<file path="src/design/polar_offset_heading_assert.svh">
// Assertion macros for the polar_offset_heading block.
`ifndef POLAR_OFFSET_HEADING_ASSERT_SVH
`define POLAR_OFFSET_HEADING_ASSERT_SVH

`ifndef SYNTHESIS

`define POH_ASSERT_IMPL(label, clk, rstn, ante, cons) \
    label: assert property (@(posedge clk) disable iff (!(rstn)) (ante) |-> (cons)) \
        else $error("polar_offset_heading: assertion failed");

`define POH_ASSERT_NEXT(label, clk, rstn, ante, cons) \
    label: assert property (@(posedge clk) disable iff (!(rstn)) (ante) |=> (cons)) \
        else $error("polar_offset_heading: assertion failed");

`else

`define POH_ASSERT_IMPL(label, clk, rstn, ante, cons)

`define POH_ASSERT_NEXT(label, clk, rstn, ante, cons)

`endif

`endif

</file>
<file path="src/design/poh_pkg.sv">
// Shared types and constants for the polar_offset_heading block.
package poh_pkg;

    localparam int Z_W = 26;           // angle width, 1/65536 degree units

    typedef logic signed [Z_W-1:0] z_t;

    typedef struct packed {
        logic valid;
        logic tag;                     // flip in rotation, zero vector in vectoring
    } ctl_t;

    localparam logic [15:0] GAIN_Q16 = 16'd39797;
    localparam logic [8:0]  DEG_FULL = 9'd360;
    localparam z_t ANG_HALF = z_t'(180 * 65536);
    localparam z_t ANG_FULL = z_t'(360 * 65536);
    localparam int MAX_STEPS = 24;

    // atan(2^-i) in degrees * 65536
    function automatic z_t atan_q16(input int idx);
        z_t a;
        case (idx)
            0:  a = z_t'(2949120);
            1:  a = z_t'(1740967);
            2:  a = z_t'(919879);
            3:  a = z_t'(466945);
            4:  a = z_t'(234379);
            5:  a = z_t'(117304);
            6:  a = z_t'(58666);
            7:  a = z_t'(29335);
            8:  a = z_t'(14668);
            9:  a = z_t'(7334);
            10: a = z_t'(3667);
            11: a = z_t'(1833);
            12: a = z_t'(917);
            13: a = z_t'(458);
            14: a = z_t'(229);
            15: a = z_t'(115);
            16: a = z_t'(57);
            17: a = z_t'(29);
            18: a = z_t'(14);
            19: a = z_t'(7);
            20: a = z_t'(4);
            21: a = z_t'(2);
            22: a = z_t'(1);
            default: a = '0;
        endcase
        return a;
    endfunction

endpackage

</file>
<file path="src/design/poh_cordic_cell.sv">
// One registered CORDIC micro-rotation, rotation or vectoring mode.
module poh_cordic_cell import poh_pkg::*; #(
    parameter int VW        = 29,
    parameter int STEP      = 0,
    parameter bit VECTORING = 1'b0
) (
    input  logic                 aclk,
    input  logic                 aresetn,
    input  logic                 en,
    input  ctl_t                 ctl_in,
    input  logic signed [VW-1:0] x_in,
    input  logic signed [VW-1:0] y_in,
    input  z_t                   z_in,
    output ctl_t                 ctl_out,
    output logic signed [VW-1:0] x_out,
    output logic signed [VW-1:0] y_out,
    output z_t                   z_out
);

    localparam z_t ATAN = atan_q16(STEP);

    ctl_t                 ctl_reg;
    logic signed [VW-1:0] x_reg, x_next;
    logic signed [VW-1:0] y_reg, y_next;
    z_t                   z_reg, z_next;
    logic signed [VW-1:0] xs, ys;
    logic                 ccw;

    assign xs  = x_in >>> STEP;
    assign ys  = y_in >>> STEP;
    // vectoring drives y toward zero, rotation drives z toward zero
    assign ccw = VECTORING ? y_in[VW-1] : !z_in[Z_W-1];

    always_comb begin
        if (ccw) begin
            x_next = x_in - ys;
            y_next = y_in + xs;
            z_next = z_in - ATAN;
        end else begin
            x_next = x_in + ys;
            y_next = y_in - xs;
            z_next = z_in + ATAN;
        end
    end

    always_ff @(posedge aclk) begin
        if (!aresetn) begin
            ctl_reg <= '0;
        end else if (en) begin
            ctl_reg <= ctl_in;
        end
    end

    always_ff @(posedge aclk) begin
        if (en) begin
            x_reg <= x_next;
            y_reg <= y_next;
            z_reg <= z_next;
        end
    end

    assign ctl_out = ctl_reg;
    assign x_out   = x_reg;
    assign y_out   = y_reg;
    assign z_out   = z_reg;

endmodule

</file>
<file path="config.mk">
export PLATFORM = sky130hd
export DESIGN_NAME = poh_cordic_cell
export DESIGN_NICKNAME = d
export VERILOG_FILES = /design/src/design/polar_offset_heading_assert.svh /design/src/design/poh_pkg.sv /design/src/design/poh_cordic_cell.sv
export SDC_FILE = /design/constraint.sdc
export NUM_CORES = 1
export LEC_CHECK = 0
export BUFFER_PORTS_ARGS = -buffer_cell sky130_fd_sc_hd__buf_4
export CAP_MARGIN = 20
export CORE_UTILIZATION = 56
export DETAILED_ROUTE_END_ITERATION = 7
export PLACE_DENSITY = 0.82
export REMOVE_ABC_BUFFERS = 1
export SYNTH_ARGS = -nofsm -noshare
export SYNTH_HDL_FRONTEND = slang
export SYNTH_SLANG_ARGS = --single-unit
</file>
<file path="constraint.sdc">
create_clock -name aclk -period 3 [get_ports aclk]
set_clock_uncertainty 0.05 [all_clocks]
set_input_delay 0.45 -clock aclk [delete_from_list [all_inputs] [get_ports aclk]]
set_output_delay 0.45 -clock aclk [all_outputs]
set_load 0.02 [all_outputs]
</file>
======== Word-level counts from Yosys, hierarchy flattened ========
Index checks and enable logic that the tools add are counted.
storage, ports and cells
  bits of input ports ..................... 89
  flip-flop bits (word level) ............. 86
  output and inout bits ................... 86
  logic and storage cells ................. 13
cells by class
  multiplexer cells ....................... 3
  $add $sub $neg .......................... 5
operators with widths
  kind                                                  number
  2-to-1 mux 29 bit                                     2
  subtractor 29 bit                                     2
  adder 29 bit                                          1
  adder 26 x 23 -> 26 bit (second input constant)       1
  2-to-1 mux 26 bit                                     1
  subtractor 26 x 23 -> 26 bit (second input constant)  1

======== Longest topological paths before layout ========
Gate-level depths: netlist of the first run.
  word-level depth ........................ 2
  mapped depth ............................ 12
  mapped depth without buffers ............ 11

======== Worst setup path after synthesis of the first run ========
Ideal clock, no wire load.
  path kind ............................... input to register
  start ................................... in z_in[25]
  end ..................................... reg z_reg[25] (netlist: z_out[25]), data pin
  required time ........................... 2.783 ns
  arrival time ............................ 2.578 ns
  library setup time ...................... 0.167 ns
  slack ................................... 0.205 ns
  cell stages on the path ................. 12
  buffers on the path ..................... 2
  cell sequence ........................... clkbuf_1 -> inv_2 -> buf_1 -> ha_1 -> a21o_1 -> a21oi_1 -> o21bai_1 -> a21oi_1 -> o21bai_1 -> a21oi_1 -> nor2_1 -> a211oi_1
on the way
  cells in the longest elaborated chain, start to end .. 2
  elaborated cells between the ends (all ways) .. 3
  classes of those cells .................. 2 x add/sub; 1 x mux
RTL lines
  item                                                                            line                                          text
  start: declaration                                                              poh_cordic_cell.sv:13                         input z_t z_in,
  subtractor 26 x 23 -> 26 bit / adder 26 x 23 -> 26 bit (equally long branches)  poh_cordic_cell.sv:38, poh_cordic_cell.sv:42
  2-to-1 mux 26 bit *                                                             poh_cordic_cell.sv:35                         if (ccw) begin
  net z_next[25]                                                                  poh_cordic_cell.sv:25                         z_t z_reg, z_next;
  end signal: assignment                                                          poh_cordic_cell.sv:58                         z_reg <= z_next;
  end: declaration                                                                poh_cordic_cell.sv:25
Mark *: on every way through the listed nets, which the timed path passes. The rest lies on a longest branch.
A chain may end at the register's enable or synchronous reset.

======== Final worst setup path of the first run ========
  start ................................... in x_in[3]
  end ..................................... reg x_reg[28] (netlist: x_out[28]), data pin
on the way
  cells in the longest elaborated chain, start to end .. 2
  elaborated cells between the ends (all ways) .. 3
  classes of those cells .................. 2 x add/sub; 1 x mux
RTL lines
  item                                                      line                                          text
  start: declaration                                        poh_cordic_cell.sv:11                         input logic signed [VW-1:0] x_in,
  subtractor 29 bit / adder 29 bit (equally long branches)  poh_cordic_cell.sv:36, poh_cordic_cell.sv:40
  2-to-1 mux 29 bit *                                       poh_cordic_cell.sv:35
  net x_next[28]                                            poh_cordic_cell.sv:23                         logic signed [VW-1:0] x_reg, x_next;
  end signal: assignment                                    poh_cordic_cell.sv:56                         x_reg <= x_next;
  end: declaration                                          poh_cordic_cell.sv:23
Marks and branches as above.

==> out/results.txt, run 1 <==
number of I/O port buffers: 174
top cell type's share of synthesized area: 31.1%
core area: 0.0139 mm2
Finished Cell Area: 0.0107 mm2
initial antenna violation count: 1
initial core utilization: 57.6%
Hold EP: z_out[3]
DRC Markers: 0
Resize count post-CTS: 0
Final setup viols: 0
HP Start: z_in[3]
Max H-tree Level: 3
clock share of power: 26.0%
Yosys reg bits: 85
synthesized cell area: 0.00803 mm2
GRT Residual Overflow: 0
CTS clock-pin slew for the worst setup and hold paths: 70 ps
non-filler cells, final: 1345
layout cells sized above 1: 29.5%
clk buf depth: 2
initial DRC count: 825
max-slew violation count: 0
Worst Max-Slew Pin Slew: 616 ps
CTS Sinks: 85
placer congestion estimate: 0.976
Min-Delay Path Class: in -> reg
P_sw: 1740 uW
Crit Path Class: in -> reg
die area: 0.0148 mm2
I/O pin count: 175
EDFF count, synth: 83
Synth area leaders: edfxtp_1 31%, ha_1 16%, a21oi_1 6.5%, xnor2_1 6.0%, inv_1 4.1%
status: completed
Hold Path Depth: 1
DR vias/cell: 5.93
pwr dens: 469 mW/mm2
DP Area: 0.0103 mm2
CTS root buf: clkbuf_16
fmax: 349 MHz
Tcrit/Tclk final: 95.5%
Post-CTS Hold Buffers: 0
Worst Path Required: 3040 ps
Routed WL per cell: 19.5 um
Core Rows: 43
Skew-Pair Late Insertion Delay: 340 ps
cells on worst reg2reg path: 2
pin count of the biggest net entering global routing: 46
Total GRT Usage: 35.3%
Post CTS Setup Buffer Count: 0
Leak: 0.00493 uW
Int Pwr: 3260 uW
placed cells: 1329
max cap viols: 0
Reg power frac: 32.0%
Die X: 122 um
crit path DAT: 2900 ps
CTS tree: built
Combinational Power Share: 41.9%
Seq/Total Area, Yosys: 31.6%
Setup crit start: x_in[3]
P&R area growth vs syn: 33.1%
crit start category: input port
asr flop ratio synth: 0%
Num CTS Buffers: 9
via count: 7982
Diodes inserted: 0
drt pass-1 iters: 5
Worst slew margin: 59.0%
worst r2r dst: ctl_out[0]
R2R Path Start: ctl_out[0]
CP Capture Type: flop
post-synthesis cell count: 893
die height: 122 um
ys flop type: edfxtp_1
switching part of the total: 34.8%
Fin. Hold Viols: 0
final wirelength: 26200 um
RSZ-0062 raised after global routing: no
DPL Wire Length: 21100 um
worst-path maximum fanout: 6
FF-to-FF setup slack: 2310 ps
first-pass GRT wire length: 39800 um
Final min period: 2860 ps
Mean Syn Cell Area: 8.99 um2
Yosys cell types: 83
synth warn: 0
VDD IR-drop max: 0.296 mV
largest area contributor in the netlist: edfxtp_1
remaining antenna violation count: 0
vias in the first global route: 7517
Nets: 1353
==> synthesized netlist by cell type, types with 3 or more instances <==
master       n
buf_4        3
a211oi_1    10
buf_1        8
o2111ai_1    4
o21ai_0     58
a21o_1      18
buf_2       12
ha_1       100
nand2_1     40
nand4_1      4
nor2_1      61
o211ai_1     8
xor2_1       6
xnor2_1     55
clkinv_1     4
a21boi_0     4
nor4_1      11
a21oi_1    104
or3_1        3
o21bai_1    22
fa_1         4
o31ai_1     10
nor2b_1     15
a31oi_1     10
o21a_1       5
nand2b_1     9
or2_2        3
nor3_1      16
edfxtp_1    83
nand3_1     17
o22ai_1      5
clkbuf_1    14
nand3b_1     5
inv_1       88
mux2i_1     13
==> logic make-up after synthesis <==
group                    after synthesis  share of synthesized area [%]
AO/OA/AOI/OAI                        297                           24.1
XOR/XNOR                              61                           6.66
adder cells (fa/ha/maj)              104                           16.6
buffers and inverters                133                           6.74
flip-flops                            85                           31.6
multiplexers                          14                           1.76
AND/OR/NAND/NOR                      199                           12.6
==> power by group through the flow <==
stage | clock network (uW) | logic (uW) | registers (uW)
after floorplan | 0 | 867 | 1840
after global placement | 0 | 1990 | 1610
after detailed placement | 0 | 2040 | 1630
after CTS | 1310 | 2060 | 1600
after global routing | 1350 | 2230 | 1620
final | 1300 | 2100 | 1600
==> through the flow <==
stage | setup WS (ps) | util (%) | total power [uW] | setup TNS (ps) | hold slack [ps]
final | 135 | 76.7 | 5010 | 0 | 236
after CTS | 103 | 76.5 | 4980 | 0 | 229
after global placement | -141 | 73.9 | 3610 | -790 | 452
after detailed placement | -203 | 73.9 | 3660 | -2120 | 455
after floorplan | 155 | - | 2710 | 0 | 499
after global routing | 9.53 | 76.7 | 5200 | 0 | 230
==> worst max path at each step <==
stage / end / slack [ps] / depth (start not counted)
after floorplan: y_out[26] / 150 / 10
after global placement: x_out[19] / -140 / 11
after detailed placement: x_out[26] / -200 / 12
after CTS: x_out[18] / 100 / 11
after global routing: y_out[28] / 10 / 13
final: x_out[28] / 140 / 11
==> flip-flops by register name (all words and copies together) (netlist names) <==
name	count
z_out	26
y_out	29
x_out	28
ctl_out	2
==> cell usage in the layout, fill, tap and decap left out, types with 5 or more instances in the layout <==
cell type	n
nor3_1	16
edfxtp_1	83
clkbuf_16	9
o31ai_1	10
buf_4	293
nor2_1	61
a31oi_1	9
ha_1	99
mux2i_1	13
nand3b_1	5
o22ai_1	5
xor2_1	6
inv_1	88
nor4_1	11
nand2_1	40
nand2b_1	9
a21oi_1	104
a21o_1	18
o21a_1	5
o211ai_1	8
nor2b_1	15
a211oi_1	9
xnor2_1	55
nand3_1	17
o21bai_1	22
o21ai_0	58
==> final cells by class <==
type	count	area (um2)
Timing Repair Buffer	295	2240
Tap cell	180	225
Multi-Input combinational cell	675	4970
Fill cell	970	3250
Sequential cell	85	2530
Clock inverter	7	133
Clock buffer	9	225
Inverter	94	353
==> per-layer routing <==
| layer | GRT usage (%) | share of wire (%) | vias to the layer above |
|---|---|---|---|
| met5 | 2.78 | 0.19 | - |
| met4 | 9.88 | 2.5 | 2 |
| met3 | 6.32 | 10 | 57 |
| met2 | 55.0 | 44 | 470 |
| met1 | 49.8 | 43 | 3700 |
| li1 | - | - | 3753 |
==> worst max-delay path, cell delays in order <==
cell	delay [ps]
buf_4	90
inv_1	40
ha_1	350
a211oi_1	390
o21ai_0	160
o221a_2	310
a2111oi_2	450
nor2_1	150
a21oi_1	250
a31oi_1	90
xnor2_1	160
Note: power is estimated with default switching activity, not from simulation.
==> run 2, diff against run 1 <==
==> constraint.sdc (replaced) <==
create_clock -name aclk -period 3 [get_ports aclk]
set_clock_uncertainty 0.05 [all_clocks]
set_input_delay 0.75 -clock aclk [delete_from_list [all_inputs] [get_ports aclk]]
set_output_delay 0.75 -clock aclk [all_outputs]
set_load 0.02 [all_outputs]
==> out/results.txt, run 2 (synthesized netlist as in run 1, its figures left out) <==
Worst Path Required: 3050 ps
Post-CTS Hold Buffers: 0
initial core utilization: 57.6%
DP Area: 0.0109 mm2
remaining antenna violation count: 0
VDD IR-drop max: 0.400 mV
Tcrit/Tclk final: 106%
area taken by multi-input logic gates: 0.00527 mm2
Core Rows: 43
Int Pwr: 3170 uW
violated checks: setup timing
Worst Max-Slew Pin Slew: 680 ps
vias in the first global route: 8083
crit start category: input port
Min-Delay Path Class: reg -> reg
via count: 8830
most common cell after layout, fill and taps aside: buf_4
placer congestion estimate: 1.02
GRT Residual Overflow: 0
pin count of the biggest net entering global routing: 49
RSZ-0062 raised after global routing: yes
CTS tree: built
FF-to-FF setup slack: 2300 ps
Final min period: 3170 ps
clock share of power: 22.3%
worst r2r dst: ctl_out[0]
DRC Markers: 0
worst setup margin: -171 ps
DR vias/cell: 6.16
status: finished, violations left
Setup crit start: x_in[2]
drt pass-1 iters: 6
P_sw: 1940 uW
Final setup viols: 12
final wirelength: 30200 um
die area: 0.0148 mm2
max-slew violation count: 0
Nets: 1442
switching part of the total: 38.0%
die height: 122 um
FF+latch area: 0.00253 mm2
initial antenna violation count: 0
layout cells sized above 1: 37.8%
Crit Path Class: in -> reg
CP Capture Type: flop
max cap viols: 0
Reg power frac: 31.4%
DPL Wire Length: 21500 um
Skew-Pair Late Insertion Delay: 350 ps
fmax: 315 MHz
number of I/O port buffers: 174
clk buf depth: 2
crit path to: x_out[19]
Combinational Power Share: 46.3%
Die X: 122 um
Total GRT Usage: 37.2%
core area: 0.0139 mm2
Worst slew margin: 54.6%
Leak: 0.00538 uW
Fin Hold WS: 491 ps
filler cell count: 851
Diodes inserted: 0
Max H-tree Level: 3
initial DRC count: 1232
first-pass GRT wire length: 42400 um
CTS root buf: clkbuf_16
max reg flops: 29
pwr dens: 441 mW/mm2
Fin. Hold Viols: 0
CTS Sinks: 85
R2R Path Start: ctl_out[0]
P&R area growth vs syn: 44.4%
CTS clock-pin slew for the worst setup and hold paths: 70 ps
I/O pin count: 175
most frequent cells in the layout: 380 x buf_4, 101 x a21oi_1, 91 x ha_1
worst-path maximum fanout: 6
Finished Cell Area: 0.0116 mm2
Routed WL per cell: 21.1 um
crit path DAT: 3220 ps
cells on worst reg2reg path: 2
Num CTS Buffers: 9
-- run 2: final cells by class --
class                      instances  area share [%]
clock buffer                       9            1.94
clock inverter                     7           0.615
inverter                          94            3.07
multi-input combinational        675            45.5
sequential                        85            21.9
tap                              180            1.94
timing repair buffer             384            25.1
-- run 2: worst min-delay path by stage --
| stage | start | endpoint | slack, ps | depth (start not counted) |
|---|---|---|---|---|
| floorplan | ctl_out[0] | ctl_out[0] | 540 | 2 |
| global placement | ctl_out[0] | ctl_out[0] | 450 | 2 |
| detailed placement | ctl_out[1] | ctl_out[1] | 480 | 2 |
| CTS | ctl_out[1] | ctl_out[1] | 490 | 2 |
| global route | z_in[12] | z_out[12] | 520 | 1 |
| finish | ctl_out[1] | ctl_out[1] | 490 | 2 |
-- run 2: worst max-delay path, stage by stage --
cell	delay, ps
buf_4	120
inv_1	70
ha_2	310
buf_4	160
a21oi_1	270
a21oi_2	170
nor3_2	300
nor2_1	130
a2111oi_0	600
a21oi_1	150
xnor2_1	180
-- run 2: power by group through the flow --
stage | clock network, uW | logic, uW | registers (uW)
2_1_floorplan | 0 | 867 | 1840
5_1_grt | 1180 | 2480 | 1620
4_1_cts | 1110 | 2190 | 1600
6_report | 1140 | 2370 | 1610
3_3_place_gp | 0 | 2100 | 1610
3_5_place_dp | 0 | 2150 | 1620
-- run 2: timing repair --
action / CTS / global route
buffers inserted: 1 / 3
setup endpoints to repair: 11 / 26
pin swaps: 6 / 23
gates resized for setup: 8 / 63
hold endpoints to repair: 0 / 0
-- run 2: routing by layer --
layer  wire [um]  GRT usage [%]
met1       11900           51.5
met2       13500           58.0
met3        3650           8.19
met4        1130           11.3
met5           0              0
-- run 2: stage by stage --
stage               util [%]  instances  setup WS [ps]  total power [uW]  setup TNS, ps
floorplan                  -        854           -145              2710           -606
global placement        78.5       1415           -436              3710          -8720
detailed placement      78.5       1415           -481              3770          -9800
CTS                     80.9       1432           9.73              4900              0
global route            83.2       1434           -230              5280          -2440
finish                  83.2       1434           -171              5110           -700
